<file path="config.mk">
export PLATFORM = sky130hd
export DESIGN_NAME = message_coalescing_flush_policy
export DESIGN_NICKNAME = d
export VERILOG_FILES = /design/src/sv/mcfp_pkg.sv /design/src/sv/mcfp_ctrl.sv /design/src/sv/mcfp_dpath.sv /design/src/sv/message_coalescing_flush_policy.sv
export SDC_FILE = /design/constraint.sdc
export NUM_CORES = 1
export LEC_CHECK = 0
export BUFFER_PORTS_ARGS = -buffer_cell sky130_fd_sc_hd__buf_2
export CORE_AREA = 2 2 165 329
export CTS_CLUSTER_DIAMETER = 100
export DETAILED_ROUTE_END_ITERATION = 8
export DIE_AREA = 0 0 167 331
export GPL_ROUTABILITY_DRIVEN = 0
export SYNTH_ARGS = -nofsm -noshare
export SYNTH_HDL_FRONTEND = slang
export SYNTH_SLANG_ARGS = --single-unit
export TNS_END_PERCENT = 100
</file>
<file path="constraint.sdc">
create_clock -name clk -period 5.71 [get_ports clk]
set_clock_uncertainty 0.2 [all_clocks]
set_input_delay 0.571 -clock clk [delete_from_list [all_inputs] [get_ports clk]]
set_output_delay 0.571 -clock clk [all_outputs]
set_load 0.1 [all_outputs]
</file>
<file path="src/sv/mcfp_pkg.sv">
// mcfp_pkg: shared types and constants for the message coalescing flush policy
// used by the controller, the datapath, the top level and the checker
package mcfp_pkg;

    localparam int DEST_W = 4;
    localparam int CNT_W = 11;
    localparam logic [CNT_W-1:0] THR_RESET = 11'd16;

    typedef enum logic [1:0]
    {
        ACT_FORWARD = 2'd0,
        ACT_QUEUED = 2'd1,
        ACT_FLUSH_QUEUED = 2'd2,
        ACT_STALE = 2'd3
    } act_t;

    typedef enum logic [1:0]
    {
        ST_IDLE,
        ST_SEND_EV,
        ST_SCAN_EV,
        ST_SCAN_END
    } state_t;

    typedef struct packed
    {
        logic accept;
        logic eval_send;
        logic eval_scan;
        logic scan_inc;
        logic push_last;
    } cmd_t;

    typedef struct packed
    {
        logic out_free;
        logic stale;
        logic hold_valid;
        logic scan_last;
    } sts_t;

endpackage

</file>
<file path="src/sv/mcfp_ctrl.sv">
// mcfp_ctrl: sequencer for sends and progress-tick scans
// depends on mcfp_pkg; drives mcfp_dpath through cmd_t and reads sts_t
module mcfp_ctrl
(
    input  logic            clk,
    input  logic            rst_n,
    input  logic            s_valid,
    input  logic            s_opcode,
    output logic            s_ready,
    output mcfp_pkg::cmd_t  cmd,
    input  mcfp_pkg::sts_t  sts
);

    mcfp_pkg::state_t state_reg;
    mcfp_pkg::state_t state_next;

    always_ff @(posedge clk or negedge rst_n)
    begin
        if (!rst_n)
        begin
            state_reg <= mcfp_pkg::ST_IDLE;
        end
        else
        begin
            state_reg <= state_next;
        end
    end

    always_comb
    begin
        state_next = state_reg;
        cmd = '0;
        s_ready = 1'b0;
        unique case (state_reg)
            mcfp_pkg::ST_IDLE:
            begin
                s_ready = 1'b1;
                if (s_valid)
                begin
                    cmd.accept = 1'b1;
                    state_next = s_opcode ? mcfp_pkg::ST_SCAN_EV : mcfp_pkg::ST_SEND_EV;
                end
            end
            mcfp_pkg::ST_SEND_EV:
            begin
                if (sts.out_free)
                begin
                    cmd.eval_send = 1'b1;
                    state_next = mcfp_pkg::ST_IDLE;
                end
            end
            mcfp_pkg::ST_SCAN_EV:
            begin
                // a stale hit pushes the held word out, so it needs room
                if (!(sts.stale && sts.hold_valid && !sts.out_free))
                begin
                    cmd.eval_scan = 1'b1;
                    if (sts.scan_last)
                    begin
                        state_next = mcfp_pkg::ST_SCAN_END;
                    end
                    else
                    begin
                        cmd.scan_inc = 1'b1;
                    end
                end
            end
            mcfp_pkg::ST_SCAN_END:
            begin
                if (!sts.hold_valid)
                begin
                    state_next = mcfp_pkg::ST_IDLE;
                end
                else if (sts.out_free)
                begin
                    cmd.push_last = 1'b1;
                    state_next = mcfp_pkg::ST_IDLE;
                end
            end
            default:
            begin
                state_next = mcfp_pkg::ST_IDLE;
            end
        endcase
    end

endmodule

</file>
<file path="src/sv/mcfp_dpath.sv">
// mcfp_dpath: count memories, threshold register, hold stage and output register
// depends on mcfp_pkg; commanded by mcfp_ctrl
module mcfp_dpath
#(
    parameter int NUM_DEST = 16
)
(
    input  logic                           clk,
    input  logic                           rst_n,
    input  logic                           cfg_wen,
    input  logic [mcfp_pkg::CNT_W-1:0]     cfg_wdata,
    input  logic                           s_opcode,
    input  logic [mcfp_pkg::DEST_W-1:0]    s_dest,
    input  logic                           s_coal,
    input  mcfp_pkg::cmd_t                 cmd,
    output mcfp_pkg::sts_t                 sts,
    output logic                           m_valid,
    input  logic                           m_ready,
    output logic [1:0]                     m_act,
    output logic [mcfp_pkg::DEST_W-1:0]    m_node,
    output logic [mcfp_pkg::CNT_W-1:0]     m_cnt,
    output logic                           m_last
);

    localparam int IDX_W = (NUM_DEST > 1) ? $clog2(NUM_DEST) : 1;
    localparam int DW = mcfp_pkg::DEST_W;
    localparam int CW = mcfp_pkg::CNT_W;
    localparam logic [IDX_W-1:0] LAST_IDX = IDX_W'(NUM_DEST - 1);

    logic [CW-1:0]       thr_reg;
    logic [DW-1:0]       dest_reg;
    logic                coal_reg;
    logic [IDX_W-1:0]    scan_reg;
    logic [CW-1:0]       rd_pend_reg;
    logic [CW-1:0]       rd_seen_reg;
    logic [CW-1:0]       pend_mem [NUM_DEST];
    logic [CW-1:0]       seen_mem [NUM_DEST];
    logic [NUM_DEST-1:0] pend_vld_reg;
    logic [NUM_DEST-1:0] seen_vld_reg;
    logic                hold_valid_reg;
    logic [DW-1:0]       hold_node_reg;
    logic [CW-1:0]       hold_cnt_reg;
    logic                out_valid_reg;
    logic                out_valid_next;
    logic [1:0]          out_act_reg;
    logic [DW-1:0]       out_node_reg;
    logic [CW-1:0]       out_cnt_reg;
    logic                out_last_reg;

    logic [CW-1:0]       thr_eff;
    logic                in_range;
    logic                qual;
    logic                ge;
    logic [CW-1:0]       new_pend;
    logic                stale;
    logic                rd_en;
    logic [IDX_W-1:0]    rd_addr;
    logic [IDX_W-1:0]    wr_addr;
    logic                out_free;
    logic                out_load;

    assign thr_eff = (thr_reg == '0) ? CW'(1) : thr_reg;
    assign in_range = (7'(dest_reg) < 7'(NUM_DEST));
    assign qual = coal_reg && in_range;
    assign ge = (rd_pend_reg >= thr_eff);
    assign new_pend = ge ? (rd_pend_reg - thr_eff + CW'(1)) : (rd_pend_reg + CW'(1));
    assign stale = (rd_pend_reg != '0) && (rd_pend_reg == rd_seen_reg);
    assign rd_en = cmd.accept || cmd.scan_inc;
    assign rd_addr = cmd.accept ? (s_opcode ? '0 : IDX_W'(s_dest)) : (scan_reg + IDX_W'(1));
    assign wr_addr = cmd.eval_send ? IDX_W'(dest_reg) : scan_reg;
    assign out_free = !out_valid_reg || m_ready;
    assign out_load = cmd.eval_send || (cmd.eval_scan && stale && hold_valid_reg) || cmd.push_last;
    assign out_valid_next = out_load ? 1'b1 : (m_ready ? 1'b0 : out_valid_reg);

    assign sts.out_free = out_free;
    assign sts.stale = stale;
    assign sts.hold_valid = hold_valid_reg;
    assign sts.scan_last = (scan_reg == LAST_IDX);

    assign m_valid = out_valid_reg;
    assign m_act = out_act_reg;
    assign m_node = out_node_reg;
    assign m_cnt = out_cnt_reg;
    assign m_last = out_last_reg;

    // threshold, scan index, valid bits, hold and output control
    always_ff @(posedge clk or negedge rst_n)
    begin
        if (!rst_n)
        begin
            thr_reg <= mcfp_pkg::THR_RESET;
            pend_vld_reg <= '0;
            seen_vld_reg <= '0;
            hold_valid_reg <= 1'b0;
            out_valid_reg <= 1'b0;
            scan_reg <= '0;
        end
        else
        begin
            if (cfg_wen)
            begin
                thr_reg <= cfg_wdata;
            end
            if (cmd.accept)
            begin
                scan_reg <= '0;
            end
            else if (cmd.scan_inc)
            begin
                scan_reg <= scan_reg + IDX_W'(1);
            end
            if (cmd.eval_send && qual)
            begin
                pend_vld_reg[wr_addr] <= 1'b1;
            end
            if (cmd.eval_scan)
            begin
                seen_vld_reg[wr_addr] <= 1'b1;
                if (stale)
                begin
                    pend_vld_reg[wr_addr] <= 1'b0;
                end
            end
            if (cmd.eval_scan && stale)
            begin
                hold_valid_reg <= 1'b1;
            end
            else if (cmd.push_last)
            begin
                hold_valid_reg <= 1'b0;
            end
            out_valid_reg <= out_valid_next;
        end
    end

    // count memories
    always_ff @(posedge clk)
    begin
        if (cmd.eval_send && qual)
        begin
            pend_mem[wr_addr] <= new_pend;
        end
        if (cmd.eval_scan)
        begin
            seen_mem[wr_addr] <= stale ? '0 : rd_pend_reg;
        end
        if (rd_en)
        begin
            rd_pend_reg <= pend_vld_reg[rd_addr] ? pend_mem[rd_addr] : '0;
            rd_seen_reg <= seen_vld_reg[rd_addr] ? seen_mem[rd_addr] : '0;
        end
    end

    // input, hold and output payload
    always_ff @(posedge clk)
    begin
        if (cmd.accept)
        begin
            dest_reg <= s_dest;
            coal_reg <= s_coal;
        end
        if (cmd.eval_scan && stale)
        begin
            hold_node_reg <= DW'(scan_reg);
            hold_cnt_reg <= rd_pend_reg;
        end
        if (cmd.eval_send)
        begin
            out_node_reg <= dest_reg;
            out_last_reg <= 1'b1;
            if (!qual)
            begin
                out_act_reg <= mcfp_pkg::ACT_FORWARD;
                out_cnt_reg <= '0;
            end
            else if (ge)
            begin
                out_act_reg <= mcfp_pkg::ACT_FLUSH_QUEUED;
                out_cnt_reg <= thr_eff;
            end
            else
            begin
                out_act_reg <= mcfp_pkg::ACT_QUEUED;
                out_cnt_reg <= '0;
            end
        end
        else if ((cmd.eval_scan && stale && hold_valid_reg) || cmd.push_last)
        begin
            out_act_reg <= mcfp_pkg::ACT_STALE;
            out_node_reg <= hold_node_reg;
            out_cnt_reg <= hold_cnt_reg;
            out_last_reg <= cmd.push_last;
        end
    end

endmodule

</file>
<file path="src/sv/message_coalescing_flush_policy.sv">
// send: accepted, then evaluated in ST_SEND_EV once the output register is free
// tick: one destination per cycle through the count memory, except while the output
//   stalls with a stale word pending
// one item at a time: ready only while the sequencer is idle
// rst_n (async, active low) clears all counts through per-entry valid bits, threshold 16
module message_coalescing_flush_policy
#(
    parameter int NUM_DEST = 16
)
(
    input  logic        clk,
    input  logic        rst_n,
    input  logic        cfg_wen,
    input  logic [10:0] cfg_wdata,      // batch_threshold
    input  logic        s_axis_tvalid,
    output logic        s_axis_tready,
    input  logic [7:0]  s_axis_tdata,   // dest_node[3:0], is_coalescable[4], zero[7:5]
    input  logic        s_axis_tuser,   // opcode[0]
    output logic        m_axis_tvalid,
    input  logic        m_axis_tready,
    output logic [15:0] m_axis_tdata,   // target_node[3:0], batch_count[14:4], zero[15]
    output logic [1:0]  m_axis_tuser,   // action_code[1:0]
    output logic        m_axis_tlast    // last_of_run
);

    mcfp_pkg::cmd_t cmd;
    mcfp_pkg::sts_t sts;
    logic [mcfp_pkg::DEST_W-1:0] m_node;
    logic [mcfp_pkg::CNT_W-1:0]  m_cnt;

    mcfp_ctrl u_ctrl
    (
        .clk      (clk),
        .rst_n    (rst_n),
        .s_valid  (s_axis_tvalid),
        .s_opcode (s_axis_tuser),
        .s_ready  (s_axis_tready),
        .cmd      (cmd),
        .sts      (sts)
    );

    mcfp_dpath #(.NUM_DEST(NUM_DEST)) u_dpath
    (
        .clk       (clk),
        .rst_n     (rst_n),
        .cfg_wen   (cfg_wen),
        .cfg_wdata (cfg_wdata),
        .s_opcode  (s_axis_tuser),
        .s_dest    (s_axis_tdata[3:0]),
        .s_coal    (s_axis_tdata[4]),
        .cmd       (cmd),
        .sts       (sts),
        .m_valid   (m_axis_tvalid),
        .m_ready   (m_axis_tready),
        .m_act     (m_axis_tuser),
        .m_node    (m_node),
        .m_cnt     (m_cnt),
        .m_last    (m_axis_tlast)
    );

    assign m_axis_tdata = {1'b0, m_cnt, m_node};

endmodule

</file>
==> metrics, run 1 <==
Tot Pwr=13.19 mW; power density over the cells=591.1 nW/µm²; register area share after synthesis=68.66%; H-tree levels=2; Multi-input gate area=5786 µm²; Syn Nets=1388; die extent in x=167 µm; CP Launch Type=register; GRT met3 Usage=1.740%; Std-Cell Core Area=52560 µm²; first-pass GRT wire length=72660 µm; Tmin final=4.060 ns; die height=331 µm; RSZ-0062 raised after global routing=no; vias in the first global route=12100; Hold Crit Class=primary input to register; Reg clk slew, reported paths=0.07 ns; status=complete, no violations; Top FF cell, synth=edfxtp_1; Req. time, crit path=5.72 ns; Sink Count=463; Max FO, Critical Path=16; CP Class=register to register; DR pass1 iterations=5; Crit. End Element=register; largest net degree at the start of global routing=109; HPWL Detailed=33130 µm; Ys Warns=0; sw power=5.035 mW; layout cells sized above 1=15.55%; FP Rows=119; most common cell in the netlist=edfxtp_1; Top Registers=u_dpath.pend_mem x176, u_dpath.seen_mem x176; DRC=0; Hold Fails Final Rpt=0; Mean Syn Cell Area=14.90 µm²; Routed wire per std cell=23.47 µm; final cycle utilization of the critical path=71.10%; Routed WL=48840 µm; Leak=7.940 nW; clk root buf=clkbuf_16; I/O pin cnt=46; WP data arrival=4.06 ns; Reg power frac=39.5%; routed vias=11439; final core area utilization=42.45%; # setup viols final=0; CTS Buf Count=40; Syn Std Cell Area=19870 µm²; met2 usage=34.78%; synth cell count leaders=411 x edfxtp_1, 152 x mux2i_1, 67 x a211oi_1; Final ANT Viol Nets=0; internal power=8.152 mW; post-synth top area share=62.13%; final std cells w/o fill=2081; Final Slew Violations=0; Area contributors post-synth=edfxtp_1 62%, mux2i_1 7.7%, dfrtp_1 6.3%; Cell variety after synth=65; setup TNS=0 ns; # port buffers=41; Initial DRC Count=705; Logic pwr share=39.7%; Sw Ratio=38.18%; Initial Util=37.80%; Max Freq=246.3 MHz; Vias/cell=5.497; Rel. slew slack=15.28%; Tightest Pin Transition=1.269 ns; power share of the clock group=20.8%; grt met1 use=17.61%; P&R area growth vs syn=12.31%; Tot GR Track Use=17.62%; total of max-cap violations=0; clk_lat worst skew=0.55 ns; GRT overflow=0; Post-synth ARST share=11.02%; Die ar.=55280 µm²; CTS max path bufs=3; Placed Cells=2005; setup bufs post-CTS=0; CTS tree=done; antenna violations before repair=1; Final #Nets=1438; FF/Latch Area=13640 µm²; Yosys reg bits=463; Post-Synthesis Cells=1333; peak supply drop=0.5288 mV; global route hottest layer=met2; EDFF count, synth=411; Yosys top cell by area=edfxtp_1; Fillers=4712
==> final timing paths <==
kind / from / to / slack, ns / depth (start not counted)
max: u_dpath.thr_reg[1] / u_dpath.pend_mem[12][9] / 1.65 / 13
min: cfg_wdata[5] / u_dpath.thr_reg[5] / 0.05 / 3
max reg2reg: u_dpath.thr_reg[1] / u_dpath.pend_mem[12][9] / 1.65 / 13
min reg2reg: u_dpath.seen_vld_reg[12] / u_dpath.seen_vld_reg[12] / 0.27 / 1
max in group asynchronous: rst_n / u_dpath.seen_vld_reg[5] / 4.23 / 3
min in group asynchronous: rst_n / u_dpath.thr_reg[0] / 0.52 / 3
==> critical path, stage by stage (launching register included) <==
cell and delay (ns):
dfrtp_1 0.43, nor4_1 0.34, a31o_2 0.25, inv_1 0.05, ha_1 0.17, ha_1 0.24, fa_1 0.46, a21oi_1 0.15
nor2_1 0.07, o31ai_1 0.26, a21oi_1 0.12, xor2_1 0.15, nor2_1 0.06, a21oi_1 0.77
==> power by group through the flow <==
stage	logic, mW	registers [mW]	clock network (mW)
after floorplan	3.61	5.37	0
after global placement	5.16	5.26	0
after detailed placement	5.27	5.27	0
after CTS	5.30	5.20	2.79
after global routing	5.71	5.24	2.91
final	5.24	5.20	2.75
==> logic make-up after synthesis <==
kind of cell,Yosys count,share of synthesized area [%]
and+or+nand+nor,272,7.143
AOI/OAI and AO/OA,269,9.857
muxes,158,8.056
adders and majority gates,30,2.078
other,1,0.01888
DFF,463,68.66
xor gates and xnor gates,29,1.279
buffers and inverters,111,2.910
==> placed cells by master (no fill, tap or decap), types with 5 or more instances in the layout <==
cell type / n
a21oi_1: 20
mux2i_1: 150
inv_1: 26
nand2_1: 63
nor4_2: 13
clkbuf_8: 7
clkbuf_1: 8
nand4_1: 15
buf_2: 41
nor2b_1: 56
fa_1: 5
nand3_1: 10
ha_1: 25
o31ai_1: 14
a22o_1: 13
nor2_1: 49
o21a_1: 5
clkbuf_16: 42
mux2_2: 5
xnor2_1: 15
xor2_1: 14
a2bb2oi_1: 16
buf_4: 47
a211oi_1: 67
dfrtp_1: 50
nor2_2: 15
a22oi_1: 47
inv_6: 5
edfxtp_1: 411
a21boi_1: 11
nor3_1: 8
or2_2: 14
o21ai_0: 35
nand2b_1: 5
clkinv_2: 8
a2111oi_0: 22
==> per-stage QoR <==
step,instance area [µm²],setup slack (ns),hold WS (ns)
CTS,22310,1.642,0.02887
global placement,20970,1.722,0.2467
finish,22310,1.650,0.04673
global route,22310,1.396,0.03558
detailed placement,20970,1.661,0.2518
floorplan,19870,1.956,0.07541
==> final cells by class <==
class / count / share of cell area (%)
well taps: 665 / 3.729
flip-flops and latches: 463 / 61.14
clock inverters: 17 / 0.6954
multi-input cells: 759 / 25.93
inverters: 28 / 0.4935
diodes: 1 / 0.01122
clock buffers: 57 / 5.277
repair buffers: 91 / 2.726
==> per-layer routing <==
metal  routed length (µm)  up-vias
li1                     -     5234
met1                16740     5792
met2                27480      274
met3                 1527      139
met4                 3083        0
met5                    0        -
==> repair_timing <==
action / CTS / global route
endpoints found under the hold margin: 18 / 0
gates resized for setup: 0 / 0
hold buffers: 1 / 0
(Power assumes the default switching activity.)
==> run 2: changes to the inputs <==
ABC_AREA = 1   (was unset)
CORE_AREA = 2 2 172 342   (was 2 2 165 329)
DIE_AREA = 0 0 174 344   (was 0 0 167 331)
clock period = 3.85 ns   (was 5.71 ns; I/O delays follow)
==> run 2 against run 1 <==
  * Critical path depth is 6 lower
  * Via count is 37% higher
  * Maximum frequency is 17% higher
  * Combinational power is 100% higher
  * Sequential power is 45% higher
  * Routed wire length is 25% higher
  * Synthesized cell count is 60% higher
  * Highest routed layer unchanged
==> metrics, run 2 <==
status=complete, no violations; internal power=12.38 mW; total of max-cap violations=0; H-tree levels=2; die height=344 µm; register area share after synthesis=63.37%; Vias/cell=5.196; synth cell count leaders=556 x nand2_1, 411 x edfxtp_1, 411 x nand3_1; # port buffers=41; Sw Ratio=43.83%; Crit. End Element=register; layout cells sized above 1=9.907%; Final #Nets=2276; Tot GR Track Use=20.25%; EDFF count, synth=411; first-pass GRT wire length=91520 µm; clk root buf=clkbuf_16; Top FF cell, synth=edfxtp_1; Cell variety after synth=42; antenna violations before repair=0; # setup viols final=0; final std cells w/o fill=3007; RSZ-0062 raised after global routing=no; power density over the cells=900.0 nW/µm²; Die ar.=59860 µm²; number of cells on the critical path=7; HPWL Detailed=41340 µm; CP Capture Point=u_dpath.pend_mem[4][4]; CP Launch Type=register; Std-Cell Core Area=57090 µm²; peak supply drop=0.4277 mV; Initial Util=37.70%; Hold Fails Final Rpt=0; post-synth top area share=57.34%; die extent in x=174 µm; hold slack=0.004368 ns; I/O pin cnt=46; Mean Syn Cell Area=10.08 µm²; most common cell after layout, fill and taps aside=nand2_1; reg2reg path depth=7; Syn Std Cell Area=21520 µm²; Ys Warns=0; Syn Nets=2190; Post-Synthesis Cells=2135; CTS tree=done; Routed wire per std cell=20.24 µm; final cycle utilization of the critical path=89.80%; Yosys reg bits=463; DR pass1 iterations=7; Yosys top cell by area=edfxtp_1; clk_lat worst skew=0.56 ns; Worst path slowest cell=o21ai_1; sw power=9.658 mW; Leak=10.21 nW; Rel. slew slack=17.95%; DRC=0; Tightest Pin Transition=1.223 ns; CP delay by family, top=compound AO/OA/AOI/OAI gates; Req. time, crit path=3.85 ns; routed vias=15624; CTS Buf Count=39; Hold Crit Class=primary input to register; Reg clk slew, reported paths=0.07 ns; FP Rows=124; Tmin final=3.457 ns; Initial DRC Count=1338; vias in the first global route=15682; setup TNS=0 ns; Max Freq=289.2 MHz; CP Buf/Inv Count=0; most common cell in the netlist=nand2_1; Final Slew Violations=0; largest net degree at the start of global routing=140; worst hold start=s_axis_tuser; Area contributors post-synth=edfxtp_1 57%, nand2_1 9.7%, nand3_1 9.6%; Setup crit start=u_dpath.rd_pend_reg[7]; crit path cell chain=ha_1 > fa_1 > nand3_1 > nand2_1 > a21oi_1 > o311ai_4 > o21ai_1; Top Registers=u_dpath.pend_mem x176, u_dpath.seen_mem x176; Logic pwr share=47.7%; slowest stage delay, CP=0.99 ns; Critical R2R Capture=u_dpath.pend_mem[4][4]; Final ANT Viol Nets=0; ANT cells=0; Post-synth ARST share=11.02%; power share of the clock group=18.2%; GRT overflow=0; CTS max path bufs=3; Fillers=5472; Max FO, Critical Path=16; CP Class=register to register; WP data arrival=3.45 ns; reg-to-reg startpoint=u_dpath.rd_pend_reg[7]; Placed Cells=2917; R2R Setup Slk=0.39 ns; Reg power frac=34.1%; P&R area growth vs syn=13.74%; Routed WL=60870 µm; setup bufs post-CTS=0; most frequent cells in the layout=555 x nand2_1, 411 x nand3_1, 411 x edfxtp_1; Sink Count=463
==> run 2: changes by cell type after synthesis, moves of 23 or more <==
cell and delta:
nor2b_1 -58, a211oi_1 -67, buf_2 +26, inv_1 +227, nand3_1 +401, a22oi_1 -47
nand3b_1 +65, o21ai_0 +23, nand2_1 +493, mux2i_1 -152
==> run 2: cells by family after synthesis <==
logic type | Yosys count | share of synthesized area [%]
flip-flops | 463 | 63.37
buffers and inverters | 381 | 7.447
other | 1 | 0.01742
multiplexers | 1 | 0.05232
adder cells (fa/ha/maj) | 30 | 1.918
AND/OR/NAND/NOR | 1154 | 24.10
XOR/XNOR | 26 | 1.058
AO/OA/AOI/OAI | 79 | 2.035
==> run 2: worst reg2reg max path: stages, from the launching register on <==
cell      delay [ns]
edfxtp_1        0.55
ha_1            0.34
fa_1            0.40
nand3_1         0.07
nand2_1         0.06
a21oi_1         0.22
o311ai_4        0.25
o21ai_1         0.99
==> run 2: power by group through the flow <==
stage	sequential [mW]	clock [mW]	combinational [mW]
2_1_floorplan	7.92	0	6.18
3_3_place_gp	7.60	0	10.3
3_5_place_dp	7.62	0	10.4
4_1_cts	7.52	4.08	10.5
5_1_grt	7.56	4.27	11.4
6_report	7.52	4.01	10.5
==> run 2: worst min path at each step <==
| stage | end | slack [ns] | depth (start not counted) |
|---|---|---|---|
| after floorplan | u_ctrl.state_reg[0] | -0.11 | 0 |
| after global routing | u_ctrl.state_reg[0] | 0.03 | 4 |
| final | u_ctrl.state_reg[0] | 0.004 | 4 |
| after CTS | u_ctrl.state_reg[0] | 0.002 | 4 |
| after global placement | u_dpath.seen_vld_reg[13] | 0.13 | 1 |
| after detailed placement | u_dpath.seen_vld_reg[13] | 0.13 | 1 |
==> run 2: area by class of cell <==
cell class	instances	area (µm²)	area share [%]
sequential	463	13640	55.71
tap	756	945.9	3.864
inverter	259	974.7	3.981
clock inverter	18	180.2	0.7360
clock buffer	53	1090	4.452
timing repair buffer	167	1311	5.356
multi-input combinational	1291	6340	25.90
==> run 2: through the flow <==
step	utilization (%)	setup WS (ns)	cell area (µm²)	total power, mW
finish	42.88	0.3927	24480	22.03
global placement	40.32	0.3374	23020	17.87
detailed placement	40.32	0.3998	23020	18.05
floorplan	-	0.5682	21520	14.10
global route	42.88	0.1190	24480	23.25
CTS	42.88	0.3830	24480	22.08
==> run 2: timing repair <==
action	CTS	global route
gates resized for setup	0	0
hold buffers	19	0
endpoints found under the hold margin	34	0
==> run 2: layer usage <==
layer	wire (µm)	track usage, %	share of wire [%]	vias to the layer above
li1	-	-	-	7291
met1	21030	20.32	35	7621
met2	32870	38.55	54	533
met3	2474	2.227	4.1	179
met4	4496	14.50	7.4	0
met5	0	0	0	-
